`src/hdl/lpr_pkg.sv`:
```
// ----------------------------------------------------------------------------
// lpr_pkg
// Shared widths, reset values, register codes and control structures for the
// random permutation by rank core.
// ----------------------------------------------------------------------------
package lpr_pkg;

    localparam int MAX_COUNT_DEF = 64;

    localparam int M_W     = 33;
    localparam int A_W     = 24;
    localparam int C_W     = 32;
    localparam int N_W     = 7;
    localparam int Z_W     = 35;
    localparam int V_W     = 33;
    localparam int OUT_W   = 6;
    localparam int T_W     = 60;
    localparam int PL_W    = 18;
    localparam int PROD_W  = A_W + PL_W;
    localparam int B_W     = $clog2(T_W);

    localparam int CFG_IDX_W  = 2;
    localparam int CFG_DATA_W = 33;

    localparam logic [M_W-1:0] MODULUS_RST    = 33'd2147483647;
    localparam logic [A_W-1:0] MULTIPLIER_RST = 24'd48271;
    localparam logic [C_W-1:0] INCREMENT_RST  = 32'd0;
    localparam logic [N_W-1:0] COUNT_RST      = 7'd60;

    typedef enum logic [CFG_IDX_W-1:0] {
        REG_MODULUS    = 2'd0,
        REG_MULTIPLIER = 2'd1,
        REG_INCREMENT  = 2'd2,
        REG_COUNT      = 2'd3
    } t_reg_idx;

    typedef struct packed {
        logic load_seed;
        logic mul_lo;
        logic mul_hi;
        logic add;
        logic rem_clr;
        logic mod_step;
        logic store;
        logic latch_vi;
        logic rank_clr;
        logic cmp;
        logic tie_ok;
    } t_dp_cmd;

    typedef struct packed {
        logic mod_zero;
    } t_dp_sts;

endpackage

```
`src/hdl/lpr_ctrl.sv`:
```
// ----------------------------------------------------------------------------
// lpr_ctrl
// Sequencer: runs the generator steps, the bitwise reduction, the rank count
// for every position and the output handshake.
// ----------------------------------------------------------------------------
module lpr_ctrl #(
    parameter int MAX_COUNT = lpr_pkg::MAX_COUNT_DEF,
    parameter int IW        = $clog2(MAX_COUNT)
) (
    input  logic                      i_clk,
    input  logic                      i_rst_n,
    input  logic [lpr_pkg::N_W-1:0]   i_count,
    input  logic                      i_seed_valid,
    output logic                      o_seed_ready,
    output logic                      o_rank_valid,
    input  logic                      i_rank_ready,
    output logic [lpr_pkg::OUT_W-1:0] o_position,
    output logic                      o_last,
    output lpr_pkg::t_dp_cmd          o_cmd,
    input  lpr_pkg::t_dp_sts          i_sts,
    output logic [IW-1:0]             o_wr_addr,
    output logic [IW-1:0]             o_rd_addr
);

    localparam int CW = (IW + 1 > lpr_pkg::N_W) ? IW + 1 : lpr_pkg::N_W;

    typedef enum logic [3:0] {
        S_IDLE,
        S_MUL_LO,
        S_MUL_HI,
        S_ADD,
        S_MOD,
        S_STORE,
        S_RANK_LD,
        S_RANK_VI,
        S_RANK,
        S_RANK_TAIL,
        S_EMIT
    } t_state;

    t_state                   r_state, n_state;
    logic [CW-1:0]            r_n, n_n;
    logic [CW-1:0]            r_i, n_i;
    logic [CW-1:0]            r_j, n_j;
    logic [lpr_pkg::B_W-1:0]  r_b, n_b;
    logic                     r_cmp_v, n_cmp_v;
    logic                     r_jlt, n_jlt;
    logic                     r_out_valid, n_out_valid;
    logic                     r_last, n_last;
    logic [CW-1:0]            cnt_ext;
    logic [CW-1:0]            cnt_sat;

    assign cnt_ext = CW'(i_count);
    assign cnt_sat = (cnt_ext > CW'(MAX_COUNT)) ? CW'(MAX_COUNT) : cnt_ext;

    always_comb begin
        n_state     = r_state;
        n_n         = r_n;
        n_i         = r_i;
        n_j         = r_j;
        n_b         = r_b;
        n_cmp_v     = 1'b0;
        n_jlt       = r_jlt;
        n_out_valid = r_out_valid;
        n_last      = r_last;
        unique case (r_state) inside
            S_IDLE: begin
                if (i_seed_valid) begin
                    n_n = cnt_sat;
                    n_i = '0;
                    if (cnt_sat != '0) begin
                        n_state = S_MUL_LO;
                    end
                end
            end
            S_MUL_LO: begin
                n_state = S_MUL_HI;
            end
            S_MUL_HI: begin
                n_state = S_ADD;
            end
            S_ADD: begin
                n_b     = '0;
                n_state = i_sts.mod_zero ? S_STORE : S_MOD;
            end
            S_MOD: begin
                n_b = r_b + 1'b1;
                if (r_b == lpr_pkg::B_W'(lpr_pkg::T_W - 1)) begin
                    n_state = S_STORE;
                end
            end
            S_STORE: begin
                if (r_i == r_n - 1'b1) begin
                    n_i     = '0;
                    n_state = S_RANK_LD;
                end else begin
                    n_i     = r_i + 1'b1;
                    n_state = S_MUL_LO;
                end
            end
            S_RANK_LD: begin
                n_j     = '0;
                n_state = S_RANK_VI;
            end
            S_RANK_VI, S_RANK: begin
                n_j     = r_j + 1'b1;
                n_cmp_v = 1'b1;
                n_jlt   = (r_j < r_i);
                n_state = (r_j == r_n - 1'b1) ? S_RANK_TAIL : S_RANK;
            end
            S_RANK_TAIL: begin
                n_last      = (r_i == r_n - 1'b1);
                n_out_valid = 1'b1;
                n_state     = S_EMIT;
            end
            S_EMIT: begin
                if (i_rank_ready) begin
                    n_out_valid = 1'b0;
                    if (r_last) begin
                        n_state = S_IDLE;
                    end else begin
                        n_i     = r_i + 1'b1;
                        n_state = S_RANK_LD;
                    end
                end
            end
            default: begin
                n_state = S_IDLE;
            end
        endcase
    end

    always_ff @(posedge i_clk) begin
        if (!i_rst_n) begin
            r_state     <= S_IDLE;
            r_n         <= '0;
            r_i         <= '0;
            r_j         <= '0;
            r_b         <= '0;
            r_cmp_v     <= 1'b0;
            r_jlt       <= 1'b0;
            r_out_valid <= 1'b0;
            r_last      <= 1'b0;
        end else begin
            r_state     <= n_state;
            r_n         <= n_n;
            r_i         <= n_i;
            r_j         <= n_j;
            r_b         <= n_b;
            r_cmp_v     <= n_cmp_v;
            r_jlt       <= n_jlt;
            r_out_valid <= n_out_valid;
            r_last      <= n_last;
        end
    end

    always_comb begin
        o_cmd           = '0;
        o_cmd.load_seed = (r_state == S_IDLE) && i_seed_valid;
        o_cmd.mul_lo    = (r_state == S_MUL_LO);
        o_cmd.mul_hi    = (r_state == S_MUL_HI);
        o_cmd.add       = (r_state == S_ADD);
        o_cmd.rem_clr   = (r_state == S_ADD);
        o_cmd.mod_step  = (r_state == S_MOD);
        o_cmd.store     = (r_state == S_STORE);
        o_cmd.latch_vi  = (r_state == S_RANK_VI);
        o_cmd.rank_clr  = (r_state == S_RANK_VI);
        o_cmd.cmp       = r_cmp_v;
        o_cmd.tie_ok    = r_jlt;
    end

    assign o_seed_ready = (r_state == S_IDLE);
    assign o_rank_valid = r_out_valid;
    assign o_position   = r_i[lpr_pkg::OUT_W-1:0];
    assign o_last       = r_last;
    assign o_wr_addr    = r_i[IW-1:0];
    assign o_rd_addr    = (r_state == S_RANK_LD) ? r_i[IW-1:0] : r_j[IW-1:0];

    a_ready_excludes_valid: assert property (@(posedge i_clk) disable iff (!i_rst_n)
        o_seed_ready |-> !o_rank_valid)
        else $error("input ready while a word is pending");

    a_index_in_range: assert property (@(posedge i_clk) disable iff (!i_rst_n)
        (r_state != S_IDLE) |-> (r_i < r_n))
        else $error("position index beyond permutation length");

    a_last_returns_idle: assert property (@(posedge i_clk) disable iff (!i_rst_n)
        (r_out_valid && i_rank_ready && r_last) |=> (r_state == S_IDLE))
        else $error("final word did not end the permutation");

    a_cmp_in_rank: assert property (@(posedge i_clk) disable iff (!i_rst_n)
        r_cmp_v |-> ((r_state == S_RANK) || (r_state == S_RANK_TAIL)))
        else $error("compare outside the rank pass");

endmodule

```
`src/hdl/lpr_dp.sv`:
```
// ----------------------------------------------------------------------------
// lpr_dp
// Datapath: split multiply, bitwise restoring reduction, value memory and
// rank accumulator.
// ----------------------------------------------------------------------------
module lpr_dp #(
    parameter int MAX_COUNT = lpr_pkg::MAX_COUNT_DEF,
    parameter int IW        = $clog2(MAX_COUNT)
) (
    input  logic                      i_clk,
    input  logic                      i_rst_n,
    input  logic [lpr_pkg::M_W-1:0]   i_modulus,
    input  logic [lpr_pkg::A_W-1:0]   i_multiplier,
    input  logic [lpr_pkg::C_W-1:0]   i_increment,
    input  logic [lpr_pkg::Z_W-1:0]   i_seed,
    input  lpr_pkg::t_dp_cmd          i_cmd,
    output lpr_pkg::t_dp_sts          o_sts,
    input  logic [IW-1:0]             i_wr_addr,
    input  logic [IW-1:0]             i_rd_addr,
    output logic [lpr_pkg::OUT_W-1:0] o_rank
);

    localparam int CW = (IW + 1 > lpr_pkg::N_W) ? IW + 1 : lpr_pkg::N_W;

    logic [lpr_pkg::V_W-1:0]    r_mem [MAX_COUNT];
    logic [lpr_pkg::V_W-1:0]    r_rd_data;
    logic [lpr_pkg::Z_W-1:0]    r_z;
    logic [lpr_pkg::PROD_W-1:0] r_prod;
    logic [lpr_pkg::T_W-1:0]    r_t;
    logic [lpr_pkg::V_W-1:0]    r_rem;
    logic [lpr_pkg::V_W-1:0]    r_vi;
    logic [CW-1:0]              r_rank;

    logic [lpr_pkg::PL_W-1:0]   prod_op;
    logic [lpr_pkg::PROD_W-1:0] prod;
    logic [lpr_pkg::V_W:0]      sh;
    logic [lpr_pkg::V_W:0]      m_ext;
    logic                       ge;
    logic [lpr_pkg::V_W-1:0]    n_rem;
    logic [lpr_pkg::V_W-1:0]    res;
    logic                       hit;

    assign prod_op = i_cmd.mul_hi ? lpr_pkg::PL_W'(r_z[lpr_pkg::Z_W-1:lpr_pkg::PL_W])
                                  : r_z[lpr_pkg::PL_W-1:0];
    assign prod    = i_multiplier * prod_op;

    assign sh    = {r_rem, r_t[lpr_pkg::T_W-1]};
    assign m_ext = {1'b0, i_modulus};
    assign ge    = (sh >= m_ext);
    assign n_rem = ge ? lpr_pkg::V_W'(sh - m_ext) : sh[lpr_pkg::V_W-1:0];

    assign o_sts.mod_zero = (i_modulus == '0);
    assign res = o_sts.mod_zero ? r_t[lpr_pkg::V_W-1:0] : r_rem;

    assign hit = (r_rd_data < r_vi) || ((r_rd_data == r_vi) && i_cmd.tie_ok);

    always_ff @(posedge i_clk) begin
        if (i_cmd.load_seed) begin
            r_z <= i_seed;
        end else if (i_cmd.store) begin
            r_z <= lpr_pkg::Z_W'(res);
        end
        if (i_cmd.mul_lo || i_cmd.mul_hi) begin
            r_prod <= prod;
        end
        if (i_cmd.mul_hi) begin
            r_t <= lpr_pkg::T_W'(r_prod) + lpr_pkg::T_W'(i_increment);
        end else if (i_cmd.add) begin
            r_t <= r_t + (lpr_pkg::T_W'(r_prod) << lpr_pkg::PL_W);
        end else if (i_cmd.mod_step) begin
            r_t <= {r_t[lpr_pkg::T_W-2:0], 1'b0};
        end
        if (i_cmd.rem_clr) begin
            r_rem <= '0;
        end else if (i_cmd.mod_step) begin
            r_rem <= n_rem;
        end
        if (i_cmd.store) begin
            r_mem[i_wr_addr] <= res;
        end
        r_rd_data <= r_mem[i_rd_addr];
        if (i_cmd.latch_vi) begin
            r_vi <= r_rd_data;
        end
        if (i_cmd.rank_clr) begin
            r_rank <= '0;
        end else if (i_cmd.cmp && hit) begin
            r_rank <= r_rank + 1'b1;
        end
    end

    assign o_rank = r_rank[lpr_pkg::OUT_W-1:0];

    a_rem_reduced: assert property (@(posedge i_clk) disable iff (!i_rst_n)
        ($past(i_cmd.mod_step) && !o_sts.mod_zero) |-> (r_rem < i_modulus))
        else $error("partial remainder not below the modulus");

endmodule

```
`src/hdl/lcg_permutation_by_rank_core.sv`:
```
// ----------------------------------------------------------------------------
// lcg_permutation_by_rank_core
// Random permutation by rank from a linear congruential generator.
//
//   channel  direction  handshake                       payload
//   seed     in         i_seed_valid / o_seed_ready     i_seed
//   rank     out        o_rank_valid / i_rank_ready     o_rank, o_position, o_last
//   config   in         i_cfg_we                        i_cfg_idx, i_cfg_data
//
// Each generator step runs the split multiply as low-half, high-half and add
// steps, then, unless the modulus is zero, the one-bit restoring reduction over
// the 60-bit sum; ranking reads the value memory once per cycle.
// Reset is synchronous and active low; no clearing pass is needed.
// A seed is taken only when no word of the previous permutation is pending.
// ----------------------------------------------------------------------------
module lcg_permutation_by_rank_core #(
    parameter int MAX_COUNT = lpr_pkg::MAX_COUNT_DEF
) (
    input  logic                           i_clk,
    input  logic                           i_rst_n,
    input  logic                           i_cfg_we,
    input  logic [lpr_pkg::CFG_IDX_W-1:0]  i_cfg_idx,
    input  logic [lpr_pkg::CFG_DATA_W-1:0] i_cfg_data,
    input  logic                           i_seed_valid,
    output logic                           o_seed_ready,
    input  logic [lpr_pkg::Z_W-1:0]        i_seed,
    output logic                           o_rank_valid,
    input  logic                           i_rank_ready,
    output logic [lpr_pkg::OUT_W-1:0]      o_rank,
    output logic [lpr_pkg::OUT_W-1:0]      o_position,
    output logic                           o_last
);

    localparam int IW = $clog2(MAX_COUNT);

    logic [lpr_pkg::M_W-1:0] r_modulus;
    logic [lpr_pkg::A_W-1:0] r_multiplier;
    logic [lpr_pkg::C_W-1:0] r_increment;
    logic [lpr_pkg::N_W-1:0] r_count;

    lpr_pkg::t_dp_cmd cmd;
    lpr_pkg::t_dp_sts sts;
    logic [IW-1:0]    wr_addr;
    logic [IW-1:0]    rd_addr;

    always_ff @(posedge i_clk) begin
        if (!i_rst_n) begin
            r_modulus    <= lpr_pkg::MODULUS_RST;
            r_multiplier <= lpr_pkg::MULTIPLIER_RST;
            r_increment  <= lpr_pkg::INCREMENT_RST;
            r_count      <= lpr_pkg::COUNT_RST;
        end else if (i_cfg_we) begin
            unique case (i_cfg_idx)
                lpr_pkg::REG_MODULUS:    r_modulus    <= i_cfg_data[lpr_pkg::M_W-1:0];
                lpr_pkg::REG_MULTIPLIER: r_multiplier <= i_cfg_data[lpr_pkg::A_W-1:0];
                lpr_pkg::REG_INCREMENT:  r_increment  <= i_cfg_data[lpr_pkg::C_W-1:0];
                lpr_pkg::REG_COUNT:      r_count      <= i_cfg_data[lpr_pkg::N_W-1:0];
                default: begin
                end
            endcase
        end
    end

    lpr_ctrl #(
        .MAX_COUNT (MAX_COUNT),
        .IW        (IW)
    ) u_ctrl (
        .i_clk        (i_clk),
        .i_rst_n      (i_rst_n),
        .i_count      (r_count),
        .i_seed_valid (i_seed_valid),
        .o_seed_ready (o_seed_ready),
        .o_rank_valid (o_rank_valid),
        .i_rank_ready (i_rank_ready),
        .o_position   (o_position),
        .o_last       (o_last),
        .o_cmd        (cmd),
        .i_sts        (sts),
        .o_wr_addr    (wr_addr),
        .o_rd_addr    (rd_addr)
    );

    lpr_dp #(
        .MAX_COUNT (MAX_COUNT),
        .IW        (IW)
    ) u_dp (
        .i_clk        (i_clk),
        .i_rst_n      (i_rst_n),
        .i_modulus    (r_modulus),
        .i_multiplier (r_multiplier),
        .i_increment  (r_increment),
        .i_seed       (i_seed),
        .i_cmd        (cmd),
        .o_sts        (sts),
        .i_wr_addr    (wr_addr),
        .i_rd_addr    (rd_addr),
        .o_rank       (o_rank)
    );

endmodule

```
`config.mk`:
```
export PLATFORM = sky130hd
export DESIGN_NAME = lcg_permutation_by_rank_core
export DESIGN_NICKNAME = d
export VERILOG_FILES = /design/src/hdl/lpr_pkg.sv /design/src/hdl/lpr_ctrl.sv /design/src/hdl/lpr_dp.sv /design/src/hdl/lcg_permutation_by_rank_core.sv
export SDC_FILE = /design/constraint.sdc
export NUM_CORES = 2
export LEC_CHECK = 0
export BUFFER_PORTS_ARGS = -buffer_cell sky130_fd_sc_hd__buf_2
export CAP_MARGIN = 20
export CORE_MARGIN = 1.5
export CORE_UTILIZATION = 40
export DETAILED_ROUTE_END_ITERATION = 7
export GPL_TIMING_DRIVEN = 0
export SLEW_MARGIN = 30
export SYNTH_ARGS = -nofsm -noshare
export SYNTH_HDL_FRONTEND = slang
export SYNTH_SLANG_ARGS = --single-unit
export TNS_END_PERCENT = 10
```
`constraint.sdc`:
```
create_clock -name i_clk -period 12.6 [get_ports i_clk]
set_input_delay 1.89 -clock i_clk [delete_from_list [all_inputs] [get_ports i_clk]]
set_output_delay 1.89 -clock i_clk [all_outputs]
set_load 0.01 [all_outputs]
```
Word-level counts from Yosys, hierarchy flattened
Memories as Yosys holds them, arrays and structs flattened. A register that Yosys moved wholly into a read port is not among the register bits.
Index checks and enable logic that the tools add are counted.
Word-level totals
  register bits after elaboration: 341
  RAM bits: 2112
  input port bits: 75
  output and inout port bits: 15
  logic and storage cells: 110
  memories kept: 1
Memories
  u_dp.r_mem: depth 64, bits a word 33, rd ports 1, clocked after memory_dff 1, write ports 1, line lpr_dp.sv:25  | logic [lpr_pkg::V_W-1:0] r_mem [MAX_COUNT];
Operators by class
  add/sub/neg operators: 8
  multipliers: 1
  $lt $le $gt $ge: 4
  equal/unequal tests: 22
  mux-type cells: 31
  reductions and logical operators: 24
Operators with widths (number)
  60-bit two-way mux: 3
  35-bit two-way mux: 2
  33-bit two-way mux: 2
  60-bit adder: 1
  42-bit by 32-bit adder with 43-bit output: 1
  24-bit by 18-bit multiplier with 42-bit output: 1
  4-bit one-hot mux with 10 select lines: 1
  7-bit two-way mux: 5
  34-bit by 33-bit greater-or-equal comparator with 1-bit output: 1
  33-bit == test: 1
  33-bit zero test: 1
  33-bit less-than comparator: 1
  33-bit subtractor: 1
  7-bit by 1-bit adder with 7-bit output, second input constant: 3
  7-bit one-hot mux with 3 select lines: 1
  18-bit two-way mux: 1
  4-bit by 3-bit == test with 1-bit output, second input constant: 4
  4-bit two-way mux: 4
  7-bit == test: 2
  7-bit one-hot mux with 2 select lines: 1
  4-bit == test, second input constant: 3
  6-bit one-hot mux with 2 select lines: 1
  2-bit AND reduction: 6
  4-bit by 2-bit == test with 1-bit output, second input constant: 2
  other kinds (23): 41

Depth between registers and ports, before layout
  depth in word-level cells: 6
  depth in mapped cells: 31
  depth with buffers taken out: 28

Hierarchy
A second synthesis with hierarchy kept.
Second synthesis, totals
  cells, all modules: 7007
  area total of the unflattened synthesis: 116376.6 µm²
Modules (own cells, without submodules)
  lpr_dp: instances 1, cells an instance 6319, area each 109985.5 µm², seq. area each 69967.1 µm²
  lcg_permutation_by_rank_core: instances 1, cells an instance 388, area each 3918.8 µm², seq. area each 1921.8 µm²
  lpr_ctrl: instances 1, cells an instance 300, area each 2472.4 µm², seq. area each 700.7 µm²

Worst setup path before layout
OpenSTA, ideal clock, no wires.
  kind: register to register
  start: register u_ctrl.r_state[1]
  end: register u_dp.r_prod[35] in the netlist's numbering, data pin
  library setup time: 0.258 ns
  arrival: 7.167 ns
  required time: 12.342 ns
  slack: 5.175 ns
  cell stages (with the launch flop): 29
  path buffers: 4
  period minus slack after synthesis: 7.425 ns
  cells stage by stage: dfxtp_1 clkbuf_1 nand2b_1 nor3_1 clkbuf_1 buf_1 nand2_1 nand2_1 clkbuf_1 nand2_1 fa_1 inv_1 fa_1 fa_1 fa_1 fa_1 inv_1 fa_1 inv_1 ha_1 a21o_1 a21oi_1 o21ai_0 a221oi_2 o21ai_1 a221o_1 a21o_1 a21oi_1 xnor2_1
Between the ends
  longest elaborated chain between the ends: 3
RTL lines
  from (decl): line lpr_ctrl.sv:41  | t_state r_state, n_state;
  from (signal assigned): line lpr_ctrl.sv:145  | r_state <= n_state;
  4-bit by 2-bit == test with 1-bit output: line lpr_ctrl.sv:161  | o_cmd.mul_hi = (r_state == S_MUL_HI);
  18-bit two-way mux: line lpr_dp.sv:43  | assign prod_op = i_cmd.mul_hi ? lpr_pkg::PL_W'(r_z[lpr_pkg::Z_W-1:lpr_pkg::PL_W])
  24-bit by 18-bit multiplier with 42-bit output: line lpr_dp.sv:45  | assign prod = i_multiplier * prod_op;
  net u_dp.prod (one bit): line lpr_dp.sv:35  | logic [lpr_pkg::PROD_W-1:0] prod;
  to (signal assigned): line lpr_dp.sv:64  | r_prod <= prod;
  to (decl): line lpr_dp.sv:28  | logic [lpr_pkg::PROD_W-1:0] r_prod;
The timed path passes the listed nets, and every way through them passes these cells.
A chain may end at the register's enable or synchronous reset.

Worst setup path in the final report
  start: register u_ctrl.r_state[1]
  end: register u_dp.r_prod[40] in the netlist's numbering, data pin
The elaborated chain is that of the path after synthesis.

==> summary.md <==
| Metric | Value |
|---|---|
| GRT Overall Usage | 23.4% |
| Die Ht | 543 microns |
| DRC viols | 0 |
| Main combinational cell family by area after synthesis | multiplexers |
| Post-Synth Simple-Gate Area | 7.12% |
| Vias | 70400 |
| DR iter-0 viols | 8691 |
| Commonest cells post-synth | 2282 x edfxtp_1, 909 x nand2_1, 545 x inv_1, 528 x mux4_2, 355 x fa_1 |
| Setup crit start kind | register |
| Worst VDD drop | 0.846 mV |
| Most common cell in the synthesized netlist | edfxtp_1 |
| Core Region | 291000 sq um |
| Post-synth ARST share | 0% |
| Arr. time, crit path | 10.95 ns |
| DP Area | 126000 sq um |
| H-tree lvl count | 4 |
| Post-CTS resize count | 0 |
| CTS tree | done |
| Top cells by area, synth | edfxtp_1 59%, mux4_2 10%, fa_1 6.1% |
| Maximum root-to-sink buffer count | 4 |
| Clk slew on worst S/H paths | 0.07 ns |
| Compound-gate portion of the synthesized area | 6.18% |
| Fin crit period | 10.27 ns |
| Worst-Skew Late Latency | 0.92 ns |
| Hold_buf cts | 0 |
| Die X | 543 microns |
| Fin. Hold Viols | 0 |
| Mapped Area | 117000 sq um |
| WP data required | 13.29 ns |
| EDFF count, synth | 2282 |
| Total negative slack | 0 ns |
| Nets@finish | 8908 |
| Clk root buf | clkbuf_16 |
| Max-cap viol count | 0 |
| Clk sinks | 2485 |
| Tcrit/Tclk final | 81.5% |
| Initial cell density of the core | 40.2% |
| Syn Nets | 8439 |
| CTS Buf Count | 246 |
| Total grt overflow | 0 |
| GPL Wtd Cong | 0.928 |
| Total wire length | 348 mm |
| Initial antenna violation count | 21 |
| Post-synthesis mux area share | 10.7% |
| Yosys reg bits | 2485 |
| Area share of xor/xnor cells in the synthesized design | 1.16% |
| Top cell type by total area after synthesis | edfxtp_1 |
| Critical path's slowest cell | o31ai_1 |
| Syn_area_per_cell | 15.1 sq um |
| Lkg Pwr | 48.0 nW |
| Dpl cells | 11900 |
| Status | complete, no violations |
| Layout area overhead | 15.3% |
| DP HPWL | 254 mm |
| First-pass DRT Iterations | 5 |
| Postcts setup bufs | 0 |
| Post-synth cell types | 86 |
| Share of Yosys cell area claimed by the top area cell type | 58.7% |
| Max FO, Critical Path | 10 |
| Worst min-delay path class | register to register |
| Gate Count Post-Synth | 7743 |
| Vias in the first global route | 69800 |
| Measured slew at the worst slew-check pin | 1.19 ns |
| Final Cell Area | 135000 sq um |
| DR vias/cell | 5.72 |
| Non-Filler Instances | 12300 |
| WL per Instance | 28.2 microns |
| First-pass GRT wire length | 498 mm |
| Setup Viol. Count Final | 0 |
| Total die area | 295000 sq um |
| Slew headroom | 20.1% |
| Type of destination of the critical path | register |
| CP peak stage delay | 0.86 ns |
| Max frequency | 97.4 MHz |
| Core Util, Final | 46.3% |
| Site row count | 198 |
| Post-synthesis adder-cell area fraction | 8.94% |
| Largest net degree at the start of global routing | 66 |
| RSZ-0062 raised after global routing | false |
| Final antenna-violating net count | 0 |
| IO buf count | 87 |
| PwrDens | 227 nW/um^2 |
| Num ports | 90 |
| Max-slew violations | 0 |
| Register area share after synthesis | 62.2% |
| Synth Flop Type | edfxtp_1 |
| Setup CP Type | register to register |
| Yosys warns | 0 |
| Setup Skew | 0.0880 ns |
| Share of layout cells above drive strength 1 | 16.8% |
[cells by family after synthesis]
| family | count (synthesis) |
|---|---|
| simple gates | 1823 |
| xor+xnor | 155 |
| mux | 579 |
| buf+inv | 977 |
| fa+ha+maj | 621 |
| compound gates | 1103 |
| flops | 2485 |
[sequential cells by signal, indices dropped and copies added (netlist names)]
signal / flops
u_dp.r_mem: 2112
u_dp.r_t: 60
u_dp.r_prod: 42
u_dp.r_z: 35
r_modulus: 33
u_dp.r_rd_data: 33
u_dp.r_rem: 33
u_dp.r_vi: 33
r_increment: 32
r_multiplier: 24
r_count: 7
u_ctrl.r_i: 7
u_ctrl.r_j: 7
u_ctrl.r_n: 7
u_ctrl.r_b: 6
u_dp.r_rank: 6
u_ctrl.r_state: 4
u_ctrl.o_last: 1
u_ctrl.o_rank_valid: 1
u_ctrl.r_cmp_v: 1
u_ctrl.r_jlt: 1
[power by group]
| part | internal, W | switching [W] | leakage (nW) |
|---|---|---|---|
| clock | 0.00440 | 0.00321 | 4.02 |
| combinational | 0.00484 | 0.00810 | 21.2 |
| sequential | 0.00976 | 0.000228 | 22.8 |
[worst max-delay path, delay by kind of cell, from the launching register on]
family	cells	cell delay, ns
compound gates	5	2.25
xor+xnor	1	0.20
fa+ha+maj	7	3.09
buf+inv	9	2.44
flops	1	0.38
simple gates	7	1.71
[placed cells by master (no fill, tap or decap), types with 251 or more instances in the layout]
cell type	Yosys	routed
and2_1	303	303
a21oi_1	322	322
clkbuf_16	0	251
inv_1	545	544
ha_1	266	266
mux4_2	528	528
fa_1	355	355
edfxtp_1	2282	2282
clkbuf_1	273	306
nand2_1	909	901
[area by class of cell]
class | instances | area [sq um]
inverter | 546 | 2050
clock buffer | 302 | 6540
fill | 25000 | 156000
antenna | 6 | 15.0
buffer | 431 | 2270
multi-input combinational | 4281 | 40600
tap | 3900 | 4880
clock inverter | 150 | 1700
timing repair buffer | 221 | 3850
sequential | 2485 | 72600
[path summary, 6_finish.rpt]
path                            from              end  slack (ns)  cells after the start
setup / recovery   u_ctrl.r_state[1]  u_dp.r_prod[40]        2.33                     29
hold / removal    u_dp.r_rd_data[22]    u_dp.r_vi[22]        0.43                      0
setup reg to reg   u_ctrl.r_state[1]  u_dp.r_prod[40]        2.33                     29
hold reg to reg   u_dp.r_rd_data[22]    u_dp.r_vi[22]        0.43                      0
[layer usage]
layer  track usage, %  vias up  part of all wire [%]
li1                 -    29900                     -
met1             33.3    36900                    42
met2             36.3     3125                    46
met3             4.73      538                   9.3
met4             7.06        4                   3.5
met5                0        -                0.0066
[metrics by stage]
stage | total power, W | hold WS [ns] | worst slack, ns
after floorplan | 0.0188 | 0.408 | 5.17
final | 0.0305 | 0.428 | 2.33
after detailed placement | 0.0230 | 0.416 | 2.55
after CTS | 0.0306 | 0.431 | 2.47
after global placement | 0.0229 | 0.416 | 2.68
after global routing | 0.0322 | 0.425 | 2.00
Note: power is estimated with default switching activity, not from simulation.
